### src/design/crsf_pkg.sv
// crsf_pkg: shared types and constants of the CRSF frame receiver
// used by crsf_crc8_serial, crsf_chan_unpack and crsf_frame_receiver; no dependencies
`default_nettype none

package crsf_pkg;

    // crc-8/dvb-s2 generator polynomial, msb first
    localparam logic [7:0] CRC_POLY = 8'hD5;

    // pulse width mapping
    localparam int PULSE_MID_RAW = 992;
    localparam int PULSE_MID_US  = 1500;
    localparam int PULSE_W       = 12;

    // frame length handling (length byte is 6 bits wide after checking)
    localparam int LEN_W      = 6;
    localparam int MIN_LENGTH = 2;

    // configuration register indexes
    localparam logic [1:0] CFG_SYNC_ADDR  = 2'd0;
    localparam logic [1:0] CFG_CHAN_TYPE  = 2'd1;
    localparam logic [1:0] CFG_MAX_LENGTH = 2'd2;

    // register reset values
    localparam logic [7:0]       RST_SYNC_ADDR  = 8'd200;
    localparam logic [7:0]       RST_CHAN_TYPE  = 8'd22;
    localparam logic [LEN_W-1:0] RST_MAX_LENGTH = 6'd62;

    // control from the frame sequencer to the crc unit
    typedef struct packed {
        logic clr;
        logic start;
    } t_crc_ctl;

    // control from the frame sequencer to the channel unpacker
    typedef struct packed {
        logic push;
        logic step;
    } t_chan_ctl;

endpackage

`default_nettype wire

### src/design/crsf_crc8_serial.sv
// crsf_crc8_serial: bit-serial crc-8/dvb-s2, one bit per cycle
// depends on crsf_pkg
`default_nettype none

module crsf_crc8_serial
    import crsf_pkg::*;
(
    input  wire logic       i_clk,
    input  wire logic       i_rst_n,
    input  wire t_crc_ctl   i_ctl,
    input  wire logic [7:0] i_byte,
    output logic      [7:0] o_crc,
    output logic            o_busy
);

    localparam logic [2:0] LAST_BIT = 3'd7;

    logic [7:0] r_crc, n_crc;
    logic [2:0] r_bit, n_bit;
    logic       r_busy, n_busy;

    // fold the byte in at start, then shift one bit per cycle
    always_comb begin
        n_crc  = r_crc;
        n_bit  = r_bit;
        n_busy = r_busy;
        if (i_ctl.clr) begin
            n_crc  = 8'd0;
            n_busy = 1'b0;
        end else if (i_ctl.start) begin
            n_crc  = r_crc ^ i_byte;
            n_bit  = 3'd0;
            n_busy = 1'b1;
        end else if (r_busy) begin
            n_crc = {r_crc[6:0], 1'b0} ^ (r_crc[7] ? CRC_POLY : 8'd0);
            n_bit = r_bit + 3'd1;
            if (r_bit == LAST_BIT) begin
                n_busy = 1'b0;
            end
        end
    end

    always_ff @(posedge i_clk) begin
        if (!i_rst_n) begin
            r_crc  <= 8'd0;
            r_bit  <= 3'd0;
            r_busy <= 1'b0;
        end else begin
            r_crc  <= n_crc;
            r_bit  <= n_bit;
            r_busy <= n_busy;
        end
    end

    assign o_crc  = r_crc;
    assign o_busy = r_busy;

endmodule

`default_nettype wire

### src/design/crsf_chan_unpack.sv
// crsf_chan_unpack: payload shift register, bytes in, one packed channel out per step
// depends on crsf_pkg
`default_nettype none

module crsf_chan_unpack
    import crsf_pkg::*;
#(
    parameter int CHANNEL_COUNT = 16,
    parameter int CHANNEL_BITS  = 11
) (
    input  wire logic                    i_clk,
    input  wire t_chan_ctl               i_ctl,
    input  wire logic [7:0]              i_byte,
    output logic      [CHANNEL_BITS-1:0] o_raw,
    output logic      [PULSE_W-1:0]      o_pulse
);

    localparam int PAYLOAD_BYTES = (CHANNEL_COUNT * CHANNEL_BITS + 7) / 8;
    localparam int SR_W          = PAYLOAD_BYTES * 8;
    // difference to the mid value and its times-five product
    localparam int D_W = 18;
    localparam int M_W = D_W + 3;

    logic [SR_W-1:0] r_sr;

    logic signed [D_W-1:0] w_diff;
    logic signed [M_W-1:0] w_prod;
    logic signed [M_W-1:0] w_quot;

    // bytes enter at the top, so payload byte 0 ends at the bottom;
    // each step drops the channel just read, lsb first
    always_ff @(posedge i_clk) begin
        if (i_ctl.push) begin
            r_sr <= (r_sr >> 8) | (SR_W'(i_byte) << (SR_W - 8));
        end else if (i_ctl.step) begin
            r_sr <= r_sr >> CHANNEL_BITS;
        end
    end

    assign o_raw = r_sr[CHANNEL_BITS-1:0];

    // (raw - mid) * 5 / 8 truncated toward zero, plus the mid pulse width
    assign w_diff = $signed(D_W'(o_raw)) - $signed(D_W'(PULSE_MID_RAW));
    assign w_prod = (M_W'(w_diff) <<< 2) + M_W'(w_diff);
    assign w_quot = w_prod[M_W-1] ? ((w_prod + M_W'(7)) >>> 3) : (w_prod >>> 3);
    assign o_pulse = w_quot[PULSE_W-1:0] + PULSE_W'(PULSE_MID_US);

endmodule

`default_nettype wire

### src/design/crsf_frame_receiver.sv
// crsf_frame_receiver: byte-serial crsf frame parser with crc check and channel decode.
// body bytes but the closing one start the bit-serial crc unit; input waits while it is
// busy or results are emitted. the closing byte sets the emit state, which loads its status
// request into the output register; a good channel frame then adds CHANNEL_COUNT channel
// requests, one per cycle while the output is taken. input resumes after the last.
// reset: synchronous active low; clears parser state and loads default register values.
`default_nettype none

module crsf_frame_receiver
    import crsf_pkg::*;
#(
    parameter int MAX_FRAME_BYTES = 64,
    parameter int CHANNEL_COUNT   = 16,
    parameter int CHANNEL_BITS    = 11
) (
    input  wire logic        i_clk,
    input  wire logic        i_rst_n,
    // configuration
    input  wire logic        i_cfg_we,
    input  wire logic [1:0]  i_cfg_index,
    input  wire logic [7:0]  i_cfg_data,
    // byte input
    input  wire logic        i_in_valid,
    output logic             o_in_ready,
    input  wire logic [7:0]  i_rx_byte,
    // results
    output logic             o_out_valid,
    input  wire logic        i_out_ready,
    output logic             o_frame_end,
    output logic             o_crc_good,
    output logic             o_is_channel,
    output logic      [3:0]  o_channel_number,
    output logic      [10:0] o_raw_value,
    output logic      [11:0] o_pulse_us,
    output logic             o_last
);

    localparam int PAYLOAD_BYTES = (CHANNEL_COUNT * CHANNEL_BITS + 7) / 8;
    localparam int RES_W         = $clog2(CHANNEL_COUNT + 1);
    localparam logic [LEN_W-1:0] LEN_CAP = LEN_W'(MAX_FRAME_BYTES - 2);

    typedef enum logic [1:0] {
        PH_HUNT,
        PH_LENGTH,
        PH_BODY
    } t_phase;

    typedef enum logic {
        ST_IDLE,
        ST_EMIT
    } t_state;

    // configuration registers
    logic [7:0]       r_sync_addr;
    logic [7:0]       r_chan_type;
    logic [LEN_W-1:0] r_max_len;

    // parser and sequencer state
    t_phase           r_phase, n_phase;
    t_state           r_state, n_state;
    logic [LEN_W-1:0] r_count, n_count;
    logic [LEN_W-1:0] r_len, n_len;
    logic [7:0]       r_kind, n_kind;
    logic             r_good, n_good;
    logic             r_decode, n_decode;
    logic [RES_W-1:0] r_res, n_res;

    // output register
    logic             r_out_valid, n_out_valid;
    logic             r_out_good, n_out_good;
    logic             r_out_is_ch, n_out_is_ch;
    logic [3:0]       r_out_ch, n_out_ch;
    logic [10:0]      r_out_raw, n_out_raw;
    logic [11:0]      r_out_pulse, n_out_pulse;
    logic             r_out_last, n_out_last;

    t_crc_ctl              w_crc_ctl;
    t_chan_ctl             w_chan_ctl;
    logic [7:0]            w_crc;
    logic                  w_crc_busy;
    logic [CHANNEL_BITS-1:0] w_raw;
    logic [PULSE_W-1:0]    w_pulse;
    logic                  w_accept;
    logic                  w_slot_free;
    logic [LEN_W-1:0]      w_limit;
    logic                  w_len_bad;
    logic                  w_frame_done;
    logic                  w_last_ch;

    crsf_crc8_serial u_crc (
        .i_clk  (i_clk),
        .i_rst_n(i_rst_n),
        .i_ctl  (w_crc_ctl),
        .i_byte (i_rx_byte),
        .o_crc  (w_crc),
        .o_busy (w_crc_busy)
    );

    crsf_chan_unpack #(
        .CHANNEL_COUNT(CHANNEL_COUNT),
        .CHANNEL_BITS (CHANNEL_BITS)
    ) u_chan (
        .i_clk  (i_clk),
        .i_ctl  (w_chan_ctl),
        .i_byte (i_rx_byte),
        .o_raw  (w_raw),
        .o_pulse(w_pulse)
    );

    // configuration writes
    always_ff @(posedge i_clk) begin
        if (!i_rst_n) begin
            r_sync_addr <= RST_SYNC_ADDR;
            r_chan_type <= RST_CHAN_TYPE;
            r_max_len   <= RST_MAX_LENGTH;
        end else if (i_cfg_we) begin
            case (i_cfg_index)
                CFG_SYNC_ADDR:  r_sync_addr <= i_cfg_data;
                CFG_CHAN_TYPE:  r_chan_type <= i_cfg_data;
                CFG_MAX_LENGTH: r_max_len   <= i_cfg_data[LEN_W-1:0];
                default: ;
            endcase
        end
    end

    // handshake and frame checks
    assign o_in_ready   = (r_state == ST_IDLE) && !w_crc_busy;
    assign w_accept     = i_in_valid && o_in_ready;
    assign w_slot_free  = !r_out_valid || i_out_ready;
    assign w_limit      = (r_max_len > LEN_CAP) ? LEN_CAP : r_max_len;
    assign w_len_bad    = (i_rx_byte < 8'(MIN_LENGTH)) || (i_rx_byte > {2'b00, w_limit});
    assign w_frame_done = ({1'b0, r_count} + 7'd1) >= {1'b0, r_len};
    assign w_last_ch    = (r_res == RES_W'(CHANNEL_COUNT));

    // parser, result sequencer and output register next values
    always_comb begin
        n_phase     = r_phase;
        n_state     = r_state;
        n_count     = r_count;
        n_len       = r_len;
        n_kind      = r_kind;
        n_good      = r_good;
        n_decode    = r_decode;
        n_res       = r_res;
        n_out_valid = r_out_valid && !i_out_ready;
        n_out_good  = r_out_good;
        n_out_is_ch = r_out_is_ch;
        n_out_ch    = r_out_ch;
        n_out_raw   = r_out_raw;
        n_out_pulse = r_out_pulse;
        n_out_last  = r_out_last;
        w_crc_ctl   = '0;
        w_chan_ctl  = '0;

        if (w_accept) begin
            case (r_phase)
                PH_HUNT: begin
                    if (i_rx_byte == r_sync_addr) begin
                        n_phase       = PH_LENGTH;
                        n_count       = '0;
                        w_crc_ctl.clr = 1'b1;
                    end
                end
                PH_LENGTH: begin
                    n_count       = '0;
                    w_crc_ctl.clr = 1'b1;
                    if (w_len_bad) begin
                        n_phase = PH_HUNT;
                        n_len   = '0;
                        n_kind  = '0;
                    end else begin
                        n_phase = PH_BODY;
                        n_len   = i_rx_byte[LEN_W-1:0];
                    end
                end
                PH_BODY: begin
                    if (w_frame_done) begin
                        n_good   = (i_rx_byte == w_crc);
                        n_decode = (i_rx_byte == w_crc) && (r_kind == r_chan_type) &&
                                   ({1'b0, r_len} == 7'(PAYLOAD_BYTES + 2));
                        n_state  = ST_EMIT;
                        n_res    = '0;
                        n_phase  = PH_HUNT;
                        n_count  = '0;
                        n_len    = '0;
                        n_kind   = '0;
                        w_crc_ctl.clr = 1'b1;
                    end else begin
                        w_crc_ctl.start = 1'b1;
                        if (r_count == '0) begin
                            n_kind = i_rx_byte;
                        end else if ({1'b0, r_count} <= 7'(PAYLOAD_BYTES)) begin
                            w_chan_ctl.push = 1'b1;
                        end
                        n_count = r_count + LEN_W'(1);
                    end
                end
                default: n_phase = PH_HUNT;
            endcase
        end

        // one result per free output slot: status first, then channels if decoded
        if (r_state == ST_EMIT && w_slot_free) begin
            n_out_valid = 1'b1;
            n_out_good  = r_good;
            if (r_res == '0) begin
                n_out_is_ch = 1'b0;
                n_out_ch    = 4'd0;
                n_out_raw   = 11'd0;
                n_out_pulse = 12'd0;
                n_out_last  = !r_decode;
                if (!r_decode) begin
                    n_state = ST_IDLE;
                end
            end else begin
                n_out_is_ch     = 1'b1;
                n_out_ch        = 4'(r_res - RES_W'(1));
                n_out_raw       = 11'(w_raw);
                n_out_pulse     = w_pulse;
                n_out_last      = w_last_ch;
                w_chan_ctl.step = 1'b1;
                if (w_last_ch) begin
                    n_state = ST_IDLE;
                end
            end
            n_res = r_res + RES_W'(1);
        end
    end

    always_ff @(posedge i_clk) begin
        if (!i_rst_n) begin
            r_phase     <= PH_HUNT;
            r_state     <= ST_IDLE;
            r_count     <= '0;
            r_len       <= '0;
            r_kind      <= '0;
            r_good      <= 1'b0;
            r_decode    <= 1'b0;
            r_res       <= '0;
            r_out_valid <= 1'b0;
        end else begin
            r_phase     <= n_phase;
            r_state     <= n_state;
            r_count     <= n_count;
            r_len       <= n_len;
            r_kind      <= n_kind;
            r_good      <= n_good;
            r_decode    <= n_decode;
            r_res       <= n_res;
            r_out_valid <= n_out_valid;
        end
        r_out_good  <= n_out_good;
        r_out_is_ch <= n_out_is_ch;
        r_out_ch    <= n_out_ch;
        r_out_raw   <= n_out_raw;
        r_out_pulse <= n_out_pulse;
        r_out_last  <= n_out_last;
    end

    assign o_out_valid      = r_out_valid;
    assign o_frame_end      = 1'b1;
    assign o_crc_good       = r_out_good;
    assign o_is_channel     = r_out_is_ch;
    assign o_channel_number = r_out_ch;
    assign o_raw_value      = r_out_raw;
    assign o_pulse_us       = r_out_pulse;
    assign o_last           = r_out_last;

`ifndef NO_ASSERTIONS
    // channel requests only follow a good crc
    a_chan_good : assert property (@(posedge i_clk) disable iff (!i_rst_n)
        (o_out_valid && o_is_channel) |-> o_crc_good)
        else $error("channel request without good crc");

    // a failed crc ends the burst with its status request
    a_bad_last : assert property (@(posedge i_clk) disable iff (!i_rst_n)
        (o_out_valid && !o_is_channel && !o_crc_good) |-> o_last)
        else $error("bad crc status not last");

    // a burst has no gaps once started
    a_no_gap : assert property (@(posedge i_clk) disable iff (!i_rst_n)
        (o_out_valid && i_out_ready && !o_last) |=> o_out_valid)
        else $error("gap inside result burst");

    // channel numbers count up by one
    a_ch_seq : assert property (@(posedge i_clk) disable iff (!i_rst_n)
        (o_out_valid && i_out_ready && o_is_channel && !o_last) |=>
        (o_channel_number == 4'($past(o_channel_number) + 4'd1)))
        else $error("channel number out of sequence");
`endif

endmodule

`default_nettype wire

### config.mk
export PLATFORM = sky130hd
export DESIGN_NAME = crsf_frame_receiver
export DESIGN_NICKNAME = d
export VERILOG_FILES = /design/src/design/crsf_pkg.sv /design/src/design/crsf_crc8_serial.sv /design/src/design/crsf_chan_unpack.sv /design/src/design/crsf_frame_receiver.sv
export SDC_FILE = /design/constraint.sdc
export NUM_CORES = 1
export LEC_CHECK = 0
export BUFFER_PORTS_ARGS = -buffer_cell sky130_fd_sc_hd__buf_2
export CAP_MARGIN = 30
export CORE_ASPECT_RATIO = 0.6
export CORE_UTILIZATION = 55
export DETAILED_ROUTE_END_ITERATION = 10
export GPL_TIMING_DRIVEN = 1
export MAX_ROUTING_LAYER = met4
export PLACE_DENSITY = 0.71
export REMOVE_ABC_BUFFERS = 1
export SLEW_MARGIN = 10
export SYNTH_ARGS = -nofsm -noshare
export SYNTH_HDL_FRONTEND = slang
export SYNTH_SLANG_ARGS = --single-unit
### constraint.sdc
create_clock -name i_clk -period 10.36 [get_ports i_clk]
set_input_delay 0.518 -clock i_clk [delete_from_list [all_inputs] [get_ports i_clk]]
set_output_delay 0.518 -clock i_clk [all_outputs]
set_load 0.1 [all_outputs]
==> results of run 1 <==
state kept, by name, summed over array words and instances (netlist names):
signal,count
o_channel_number,4
o_crc_good,1
o_is_channel,1
o_last,1
o_out_valid,1
o_pulse_us,12
o_raw_value,11
r_chan_type,8
r_count,6
r_decode,1
r_good,1
r_kind,8
r_len,6
r_max_len,6
r_phase,2
r_res,5
r_state,1
r_sync_addr,8
u_chan.r_sr,176
u_crc.o_busy,1
u_crc.o_crc,8
u_crc.r_bit,3
logic make-up after synthesis:
| group | after synthesis |
|---|---|
| multiplexers | 184 |
| buffers and inverters | 87 |
| AND/OR/NAND/NOR | 233 |
| flip-flops | 271 |
| other | 1 |
| XOR/XNOR | 55 |
| adder cells (fa/ha/maj) | 38 |
| AO/OA/AOI/OAI | 112 |
Yosys cell counts (3+ instances only):
| master | n |
|---|---|
| sky130_fd_sc_hd__or2_2 | 3 |
| sky130_fd_sc_hd__nor4_1 | 5 |
| sky130_fd_sc_hd__buf_4 | 3 |
| sky130_fd_sc_hd__ha_1 | 37 |
| sky130_fd_sc_hd__a22oi_1 | 3 |
| sky130_fd_sc_hd__nand3_1 | 18 |
| sky130_fd_sc_hd__clkbuf_1 | 29 |
| sky130_fd_sc_hd__edfxtp_1 | 206 |
| sky130_fd_sc_hd__a22o_1 | 6 |
| sky130_fd_sc_hd__o31ai_1 | 4 |
| sky130_fd_sc_hd__nand2b_1 | 7 |
| sky130_fd_sc_hd__or3_1 | 3 |
| sky130_fd_sc_hd__and2_1 | 18 |
| sky130_fd_sc_hd__nand2_1 | 48 |
| sky130_fd_sc_hd__dfxtp_1 | 65 |
| sky130_fd_sc_hd__nor2_1 | 65 |
| sky130_fd_sc_hd__buf_6 | 13 |
| sky130_fd_sc_hd__nor3b_1 | 3 |
| sky130_fd_sc_hd__nor3_1 | 14 |
| sky130_fd_sc_hd__and3_1 | 6 |
| sky130_fd_sc_hd__buf_2 | 6 |
| sky130_fd_sc_hd__o21ai_0 | 28 |
| sky130_fd_sc_hd__mux2_1 | 100 |
| sky130_fd_sc_hd__a21oi_1 | 29 |
| sky130_fd_sc_hd__mux2i_1 | 19 |
| sky130_fd_sc_hd__xnor2_1 | 38 |
| sky130_fd_sc_hd__a222oi_1 | 7 |
| sky130_fd_sc_hd__inv_1 | 31 |
| sky130_fd_sc_hd__o21a_1 | 7 |
| sky130_fd_sc_hd__nor2b_1 | 18 |
| sky130_fd_sc_hd__nand3b_1 | 4 |
| sky130_fd_sc_hd__xor2_1 | 17 |
| sky130_fd_sc_hd__mux2_2 | 65 |
| sky130_fd_sc_hd__a21o_1 | 4 |
| sky130_fd_sc_hd__nand4_1 | 17 |
cell type report:
class                      instances  area, um^2
fill                            1752        8240
sequential                       271        7490
multi-input combinational        623        4930
clock buffer                      28         689
tap                              308         385
timing repair buffer              62         355
clock inverter                    20         282
inverter                          33         124
power groups by stage:
stage / Sequential [W] / Combinational [W] / Clock, W
finish: 0.00116 / 0.0000370 / 0.00106
global placement: 0.00118 / 0.0000362 / 0
CTS: 0.00116 / 0.0000370 / 0.00108
floorplan: 0.00118 / 0.0000197 / 0
detailed placement: 0.00118 / 0.0000367 / 0
global route: 0.00116 / 0.0000410 / 0.00112
routing by layer:
metal / up-vias / global-route usage [%] / wire length [um]
met5: - / - / 0
met4: 0 / 5.30 / 417
met3: 34 / 3.21 / 1290
met2: 201 / 26.7 / 8980
met1: 3602 / 33.3 / 12400
li1: 3691 / - / -
worst reg2reg max path: stages (launching register included):
cell	delay, ns
sky130_fd_sc_hd__dfxtp_1	0.41
sky130_fd_sc_hd__ha_1	0.28
sky130_fd_sc_hd__nand3_1	0.17
sky130_fd_sc_hd__xnor2_1	0.17
sky130_fd_sc_hd__ha_1	0.29
sky130_fd_sc_hd__a21oi_1	0.16
sky130_fd_sc_hd__nor2b_1	0.08
sky130_fd_sc_hd__a311oi_2	0.27
sky130_fd_sc_hd__o211a_2	0.45
sky130_fd_sc_hd__a21boi_2	0.26
sky130_fd_sc_hd__and3_4	0.55
sky130_fd_sc_hd__a21o_4	0.53
sky130_fd_sc_hd__buf_4	0.67
sky130_fd_sc_hd__buf_12	0.32
path summary, 6_finish.rpt:
path                                 from                             end  cells after the start
hold reg to reg       r_good$_SDFFE_PN0P_            o_crc_good$_DFFE_PP_                      0
setup reg to reg  r_count[0]$_SDFFE_PN0P_  u_chan.r_sr[172]$_SDFFCE_PN0P_                     13
hold / removal              i_cfg_data[6]     r_sync_addr[6]$_SDFFE_PN1P_                      3
setup / recovery  r_count[0]$_SDFFE_PN0P_  u_chan.r_sr[172]$_SDFFCE_PN0P_                     13
stage by stage:
stage          setup WS [ns]  cells  total power [W]  TNS [ns]  hold slack, ns
2_1_floorplan        -0.0528    927          0.00120     -9.29           0.408
3_3_place_gp            5.09   1295          0.00122         0           0.440
3_5_place_dp            5.48   1297          0.00122         0           0.422
4_1_cts                 5.45   1345          0.00227         0           0.219
5_1_grt                 5.12   1345          0.00232         0           0.228
6_report                5.41   1345          0.00226         0           0.240
==> reports/qor.json, run 1 <==
{
  "result_of_the_run": {"value": "completed"},
  "numCtsBuffers": {"value": 26},
  "finish.instance_area": {"value": 14300, "unit": "um^2"},
  "clock_insertion_delay_worst_skew": {"value": 0.53, "unit": "ns"},
  "floorplan.die_area": {"value": 24000, "unit": "um^2"},
  "ctsResizeCount": {"value": 0},
  "postPlaceCellArea": {"value": 13300, "unit": "um^2"},
  "synth_top_family_by_area": {"value": "multiplexers"},
  "synth_top_area_cell": {"value": "sky130_fd_sc_hd__edfxtp_1"},
  "fmaxAchievable": {"value": 0.202, "unit": "GHz"},
  "most_frequent_standard_cell_in_the_layout_excluding_fill_and_tap_cells": {"value": "sky130_fd_sc_hd__edfxtp_1"},
  "drt.antenna.violating_nets": {"value": 0},
  "die_y": {"value": 120, "unit": "um"},
  "core_region_area": {"value": 22500, "unit": "um^2"},
  "via_per_inst": {"value": 5.60},
  "grt.overflow.total": {"value": 0},
  "yosys-mux-area-fraction": {"value": 15.9, "unit": "%"},
  "most-common-layout-cells": {"value": "sky130_fd_sc_hd__edfxtp_1 (206), sky130_fd_sc_hd__mux2_1 (100), sky130_fd_sc_hd__nor2_1 (65), sky130_fd_sc_hd__mux2_2 (65), sky130_fd_sc_hd__dfxtp_1 (65)"},
  "crit_path_top_delay_cell": {"value": "sky130_fd_sc_hd__buf_4"},
  "num_vias": {"value": 7528},
  "power.density_cell_area": {"value": 158, "unit": "nW/um^2"},
  "antenna_cells": {"value": 0},
  "grt_max_degree": {"value": 79},
  "cp-start-kind": {"value": "register"},
  "drt_first_iter_violations": {"value": 606},
  "finish.utilization": {"value": 63.4, "unit": "%"},
  "route.detailed.drc": {"value": 0},
  "ys_async_sr_fraction": {"value": 0, "unit": "%"},
  "pin_count": {"value": 56},
  "number_of_flops_mapped_to_enable_cells_by_yosys": {"value": 206},
  "cts.sink_count": {"value": 271},
  "grt_first_pass_wirelength": {"value": 38.2, "unit": "mm"},
  "syn_area_per_cell": {"value": 13.1, "unit": "um^2"},
  "hp-class": {"value": "in -> reg"},
  "cts.clk_slew.worst_paths": {"value": 0.07, "unit": "ns"},
  "path_cells": {"value": "ha_1 -> nand3_1 -> xnor2_1 -> ha_1 -> a21oi_1 -> nor2b_1 -> a311oi_2 -> o211a_2 -> a21boi_2 -> and3_4 -> a21o_4 -> buf_4 -> buf_12"},
  "critPathKind": {"value": "reg -> reg"},
  "cp-end-kind": {"value": "register"},
  "cts_max_level": {"value": 1},
  "cpPeakStageDelay": {"value": 0.62, "unit": "ns"},
  "grt_antenna_before_repair": {"value": 0},
  "synthSimpleGateAreaFrac": {"value": 8.97, "unit": "%"},
  "static-leakage-power": {"value": 5.05, "unit": "nW"},
  "drt-pass1-iter-count": {"value": 5},
  "critical-path-top-cell-by-count": {"value": "sky130_fd_sc_hd__ha_1"},
  "synthXorXnorAreaFrac": {"value": 3.75, "unit": "%"},
  "initial_core_util": {"value": 57.2, "unit": "%"},
  "routed_wl": {"value": 23.0, "unit": "mm"},
  "grtUsageTotal": {"value": 20.7, "unit": "%"},
  "post-route-min-period": {"value": 4.95, "unit": "ns"},
  "layout-drive-gt1-share": {"value": 17.6, "unit": "%"},
  "critical_path_buf_inv_count": {"value": 2},
  "timing.reg2reg.setup_slack": {"value": 5.41, "unit": "ns"},
  "routedWlPerCell": {"value": 17.1, "unit": "um"},
  "crit_family": {"value": "compound AO/OA/AOI/OAI gates"},
  "yosys_warnings": {"value": 0},
  "timing.critical_path.required": {"value": 10.57, "unit": "ns"},
  "post-cts-setup-buffer-count": {"value": 0},
  "max_cap_violations": {"value": 0},
  "mappedNetlistArea": {"value": 12900, "unit": "um^2"},
  "worst-slew-pin-transition": {"value": 0.977, "unit": "ns"},
  "synth_adder_area_share": {"value": 3.76, "unit": "%"},
  "dpl.hpwl": {"value": 15.1, "unit": "mm"},
  "synthDistinctLibCells": {"value": 64},
  "share_comb_of_total_power": {"value": 1.6, "unit": "%"},
  "synth.area.top_cells": {"value": "sky130_fd_sc_hd__edfxtp_1 (48%), sky130_fd_sc_hd__dfxtp_1 (10%), sky130_fd_sc_hd__mux2_1 (8.8%)"},
  "post_layout_nets": {"value": 1078},
  "sequentialPowerShare": {"value": 51.3, "unit": "%"},
  "ys_ff_latch": {"value": 271},
  "fin_crit_sh": {"value": 47.7, "unit": "%"},
  "post_synth_inst_count": {"value": 981},
  "clk_path_buf_depth": {"value": 3},
  "floorplan.rows": {"value": 42},
  "clock-skew-final": {"value": 0.0123, "unit": "ns"},
  "final-setup-viol-count": {"value": 0},
  "clockPowerShare": {"value": 47.1, "unit": "%"},
  "grt_setup_unrepaired": {"value": "no"},
  "holdBufCountCts": {"value": 0},
  "worst_ir_drop_vdd": {"value": 0.109, "unit": "mV"},
  "intPower": {"value": 0.00182, "unit": "W"},
  "cts_root_buf": {"value": "sky130_fd_sc_hd__clkbuf_16"},
  "area_growth": {"value": 10.8, "unit": "%"},
  "switching_share": {"value": 19.2, "unit": "%"},
  "place.port_buffers": {"value": 54},
  "synth-main-ff-cell": {"value": "sky130_fd_sc_hd__edfxtp_1"},
  "report.final.slew_viol_count": {"value": 0},
  "timing.slew.headroom": {"value": 34.3, "unit": "%"},
  "synth-compound-area-share": {"value": 5.82, "unit": "%"},
  "grt_pass1_vias": {"value": 7101},
  "critical_path.max_fanout": {"value": 48},
  "total_switching_power": {"value": 0.000432, "unit": "W"},
  "crit_arrival": {"value": 5.16, "unit": "ns"},
  "tritoncts": {"value": "built"},
  "timing_hold_violations_final": {"value": 0},
  "fp.dieW": {"value": 199, "unit": "um"},
  "synth_top_area_share": {"value": 48.1, "unit": "%"},
  "routabilityCongestion": {"value": 0.851},
  "seq_area_frac_synth": {"value": 58.2, "unit": "%"}
}
Power figures use the tool's default switching activity.
==> run 2: changes to the inputs <==
ABC_AREA = 1   (was default)
clock period = 4.9 ns   (was 10.36 ns; I/O delays follow)
==> reports/qor.json, run 2 <==
{
  "result_of_the_run": {"value": "completed", "change": "unchanged"},
  "cts_max_level": {"value": 1, "change": "unchanged"},
  "power.density_cell_area": {"value": 304, "unit": "nW/um^2", "change": "was 158 nW/um^2"},
  "finish.instance_area": {"value": 14600, "unit": "um^2", "change": "was 14,300 um^2"},
  "most-common-layout-cells": {"value": "sky130_fd_sc_hd__nand2_1 (243), sky130_fd_sc_hd__edfxtp_1 (206), sky130_fd_sc_hd__inv_1 (200), sky130_fd_sc_hd__nor2_1 (176), sky130_fd_sc_hd__a21oi_1 (110)", "change": "was sky130_fd_sc_hd__edfxtp_1 (206), sky130_fd_sc_hd__mux2_1 (100), sky130_fd_sc_hd__nor2_1 (65), sky130_fd_sc_hd__mux2_2 (65), sky130_fd_sc_hd__dfxtp_1 (65)"},
  "synth_top_area_cell": {"value": "sky130_fd_sc_hd__edfxtp_1", "change": "unchanged"},
  "report.final.slew_viol_count": {"value": 0, "change": "unchanged"},
  "regMostFlops": {"value": "u_chan.r_sr", "change": "unchanged"},
  "finish.utilization": {"value": 62.1, "unit": "%", "change": "was 63.4%"},
  "timing.slew.headroom": {"value": 38.5, "unit": "%", "change": "was 34.3%"},
  "final-setup-viol-count": {"value": 0, "change": "unchanged"},
  "layout-drive-gt1-share": {"value": 10.2, "unit": "%", "change": "was 17.6%"},
  "critPathKind": {"value": "reg -> reg", "change": "unchanged"},
  "grt_max_degree": {"value": 177, "change": "was 79"},
  "post-cts-setup-buffer-count": {"value": 0, "change": "unchanged"},
  "floorplan.rows": {"value": 43, "change": "was 42"},
  "route.detailed.drc": {"value": 0, "change": "unchanged"},
  "grt_first_pass_wirelength": {"value": 40.9, "unit": "mm", "change": "was 38.2 mm"},
  "mappedNetlistArea": {"value": 13400, "unit": "um^2", "change": "was 12,900 um^2"},
  "via_per_inst": {"value": 5.21, "change": "was 5.60"},
  "antenna_cells": {"value": 0, "change": "unchanged"},
  "grt_setup_unrepaired": {"value": "no", "change": "unchanged"},
  "clk_path_buf_depth": {"value": 3, "change": "unchanged"},
  "clock-skew-final": {"value": 0.0167, "unit": "ns", "change": "was 0.0123 ns"},
  "max_cap_violations": {"value": 0, "change": "unchanged"},
  "area_growth": {"value": 9.13, "unit": "%", "change": "was 10.8%"},
  "post-route-min-period": {"value": 3.74, "unit": "ns", "change": "was 4.95 ns"},
  "synth_top_area_share": {"value": 46.3, "unit": "%", "change": "was 48.1%"},
  "fillerInstances": {"value": 1982, "change": "was 1,752"},
  "cp-start-kind": {"value": "register", "change": "unchanged"},
  "grtUsageTotal": {"value": 21.0, "unit": "%", "change": "was 20.7%"},
  "drt-pass1-iter-count": {"value": 4, "change": "was 5"},
  "yosys.cell_count.top_type": {"value": "sky130_fd_sc_hd__nand2_1", "change": "was sky130_fd_sc_hd__edfxtp_1"},
  "routabilityCongestion": {"value": 0.906, "change": "was 0.851"},
  "timing_hold_violations_final": {"value": 0, "change": "unchanged"},
  "routed_wl": {"value": 25.2, "unit": "mm", "change": "was 23.0 mm"},
  "finalHoldWorstSlack": {"value": 0.00929, "unit": "ns", "change": "was 0.240 ns"},
  "crit_arrival": {"value": 3.99, "unit": "ns", "change": "was 5.16 ns"},
  "initial_core_util": {"value": 56.9, "unit": "%", "change": "was 57.2%"},
  "cts.clk_slew.worst_paths": {"value": 0.06, "unit": "ns", "change": "was 0.07 ns"},
  "most_frequent_standard_cell_in_the_layout_excluding_fill_and_tap_cells": {"value": "sky130_fd_sc_hd__nand2_1", "change": "was sky130_fd_sc_hd__edfxtp_1"},
  "grt_pass1_vias": {"value": 8279, "change": "was 7,101"},
  "pin_count": {"value": 56, "change": "unchanged"},
  "numCtsBuffers": {"value": 25, "change": "was 26"},
  "number_of_flops_mapped_to_enable_cells_by_yosys": {"value": 206, "change": "unchanged"},
  "critical_path.max_fanout": {"value": 172, "change": "was 48"},
  "cp-end-kind": {"value": "register", "change": "unchanged"},
  "yosys_warnings": {"value": 0, "change": "unchanged"},
  "ys_ff_latch": {"value": 271, "change": "unchanged"},
  "num_vias": {"value": 9389, "change": "was 7,528"},
  "floorplan.die_area": {"value": 24900, "unit": "um^2", "change": "was 24,000 um^2"},
  "drt_first_iter_violations": {"value": 845, "change": "was 606"},
  "fmaxAchievable": {"value": 0.267, "unit": "GHz", "change": "was 0.202 GHz"},
  "synth-main-ff-cell": {"value": "sky130_fd_sc_hd__edfxtp_1", "change": "unchanged"},
  "fin_crit_sh": {"value": 76.4, "unit": "%", "change": "was 47.7%"},
  "hp-class": {"value": "in -> reg", "change": "unchanged"},
  "post_synth_inst_count": {"value": 1429, "change": "was 981"},
  "synthDistinctLibCells": {"value": 51, "change": "was 64"},
  "die_y": {"value": 123, "unit": "um", "change": "was 120 um"},
  "timing.critical_path.required": {"value": 5.15, "unit": "ns", "change": "was 10.57 ns"},
  "synth.top_cells.by_count": {"value": "sky130_fd_sc_hd__nand2_1 (243), sky130_fd_sc_hd__edfxtp_1 (206), sky130_fd_sc_hd__inv_1 (200), sky130_fd_sc_hd__nor2_1 (176), sky130_fd_sc_hd__a21oi_1 (110)", "change": "was sky130_fd_sc_hd__edfxtp_1 (206), sky130_fd_sc_hd__mux2_1 (100), sky130_fd_sc_hd__dfxtp_1 (65), sky130_fd_sc_hd__mux2_2 (65), sky130_fd_sc_hd__nor2_1 (65)"},
  "postPlaceCellArea": {"value": 13700, "unit": "um^2", "change": "was 13,300 um^2"},
  "drt.antenna.violating_nets": {"value": 0, "change": "unchanged"},
  "synth.area.top_cells": {"value": "sky130_fd_sc_hd__edfxtp_1 (46%), sky130_fd_sc_hd__dfxtp_1 (9.7%), sky130_fd_sc_hd__nand2_1 (6.8%)", "change": "was sky130_fd_sc_hd__edfxtp_1 (48%), sky130_fd_sc_hd__dfxtp_1 (10%), sky130_fd_sc_hd__mux2_1 (8.8%)"},
  "static-leakage-power": {"value": 6.30, "unit": "nW", "change": "was 5.05 nW"},
  "post_layout_nets": {"value": 1532, "change": "was 1,078"},
  "seq_area_frac_synth": {"value": 56.1, "unit": "%", "change": "was 58.2%"},
  "dpl.hpwl": {"value": 17.0, "unit": "mm", "change": "was 15.1 mm"},
  "fp.dieW": {"value": 203, "unit": "um", "change": "was 199 um"},
  "grt.overflow.total": {"value": 0, "change": "unchanged"},
  "syn_area_per_cell": {"value": 9.35, "unit": "um^2", "change": "was 13.1 um^2"},
  "core_region_area": {"value": 23500, "unit": "um^2", "change": "was 22,500 um^2"},
  "worst-slew-pin-transition": {"value": 0.923, "unit": "ns", "change": "was 0.977 ns"},
  "ys_async_sr_fraction": {"value": 0, "unit": "%", "change": "unchanged"},
  "grt_antenna_before_repair": {"value": 0, "change": "unchanged"},
  "clock_insertion_delay_worst_skew": {"value": 0.52, "unit": "ns", "change": "was 0.53 ns"},
  "cts.sink_count": {"value": 271, "change": "unchanged"},
  "tritoncts": {"value": "built", "change": "unchanged"},
  "cts_root_buf": {"value": "sky130_fd_sc_hd__clkbuf_16", "change": "unchanged"},
  "worst_ir_drop_vdd": {"value": 0.221, "unit": "mV", "change": "was 0.109 mV"},
  "flip_flop_count_of_the_largest_register_all_copies_and_words_added": {"value": 176, "change": "unchanged"},
  "routedWlPerCell": {"value": 14.0, "unit": "um", "change": "was 17.1 um"},
  "place.port_buffers": {"value": 54, "change": "unchanged"}
}
## run 2: cell types whose count changed in the layout (fill, tap and decap cells not counted), sizes merged, moves of 12 or more
cell / before / now
xnor2: 38 / 7
mux2i: 19 / 0
and2: 18 / 0
o21ai: 30 / 124
mux2: 165 / 3
nand3: 18 / 56
o211ai: 1 / 13
inv: 32 / 204
nor2: 65 / 183
nor2b: 18 / 1
nand2: 48 / 256
a21oi: 29 / 130
## run 2: report_power, final
group | internal (W) | total, W | leakage (nW) | switching [W]
registers | 0.00245 | 0.00246 | 2.38 | 0.00000685
logic | 0.0000366 | 0.000110 | 3.55 | 0.0000734
clock network | 0.00106 | 0.00187 | 0.375 | 0.000813
## run 2: path summary, 6_finish.rpt
| path | endpoint | depth (start not counted) | from | slack, ns |
|---|---|---|---|---|
| min reg2reg | o_crc_good$_DFFE_PP_ | 0 | r_good$_SDFFE_PN0P_ | 0.47 |
| max | u_chan.r_sr[127]$_DFFE_PP_ | 14 | r_count[1]$_SDFFE_PN0P_ | 1.16 |
| max reg2reg | u_chan.r_sr[127]$_DFFE_PP_ | 14 | r_count[1]$_SDFFE_PN0P_ | 1.16 |
| min | o_out_valid$_SDFF_PN0_ | 4 | i_out_ready | 0.009 |
## run 2: cells by family (layout without fill, tap and decap cells)
| logic type | after synthesis | after routing | share of synthesized area (%) |
|---|---|---|---|
| muxes | 3 | 3 | 0.337 |
| DFF | 271 | 271 | 56.1 |
| xor gates and xnor gates | 30 | 30 | 1.97 |
| AOI/OAI and AO/OA | 295 | 295 | 12.4 |
| other | 1 | 1 | 0.0281 |
| buffers and inverters | 257 | 316 | 8.53 |
| adders and majority gates | 38 | 38 | 3.62 |
| and+or+nand+nor | 534 | 534 | 17.0 |
## run 2: through the flow
| step | worst slack, ns | TNS, ns | cells | total power [W] |
|---|---|---|---|---|
| finish | 1.16 | 0 | 1803 | 0.00444 |
| global route | 0.774 | 0 | 1803 | 0.00457 |
| CTS | 1.14 | 0 | 1803 | 0.00447 |
| detailed placement | 1.15 | 0 | 1752 | 0.00261 |
| global placement | 1.31 | 0 | 1752 | 0.00261 |
| floorplan | -11.37 | -2021.58 | 1378 | 0.00257 |
## run 2: final cells by class
type / count / area [um^2] / area share, %
repair buffers: 66 / 415 / 2.85
flip-flops and latches: 271 / 7490 / 51.4
inverters: 206 / 773 / 5.31
well taps: 315 / 394 / 2.70
clock buffers: 34 / 669 / 4.59
clock inverters: 10 / 95.1 / 0.652
multi-input cells: 901 / 4740 / 32.5
## run 2: repair_timing
action | CTS | global route
hold buffers | 7 | 0
hold endpoints to repair | 12 | 0
gates resized for setup | 0 | 0
## run 2: critical path: stages (launching register included)
cell and delay, ns:
sky130_fd_sc_hd__dfxtp_1 0.44, sky130_fd_sc_hd__ha_1 0.24, sky130_fd_sc_hd__nand2_2 0.08, sky130_fd_sc_hd__o21ai_0 0.16, sky130_fd_sc_hd__inv_1 0.07, sky130_fd_sc_hd__ha_1 0.32
sky130_fd_sc_hd__a21oi_1 0.08, sky130_fd_sc_hd__o211ai_1 0.25, sky130_fd_sc_hd__nor2b_4 0.08, sky130_fd_sc_hd__nand3_2 0.23, sky130_fd_sc_hd__nor2_4 0.10, sky130_fd_sc_hd__nand3_4 0.10
sky130_fd_sc_hd__buf_12 0.48, sky130_fd_sc_hd__buf_12 0.54, sky130_fd_sc_hd__a21oi_1 0.15
## run 2: per-layer routing
metal	track usage [%]	up-vias	wire, um
met5	-	-	0
met4	3.95	0	317
met3	2.87	24	1200
met2	28.3	201	9940
met1	33.2	4309	13700
li1	-	4855	-
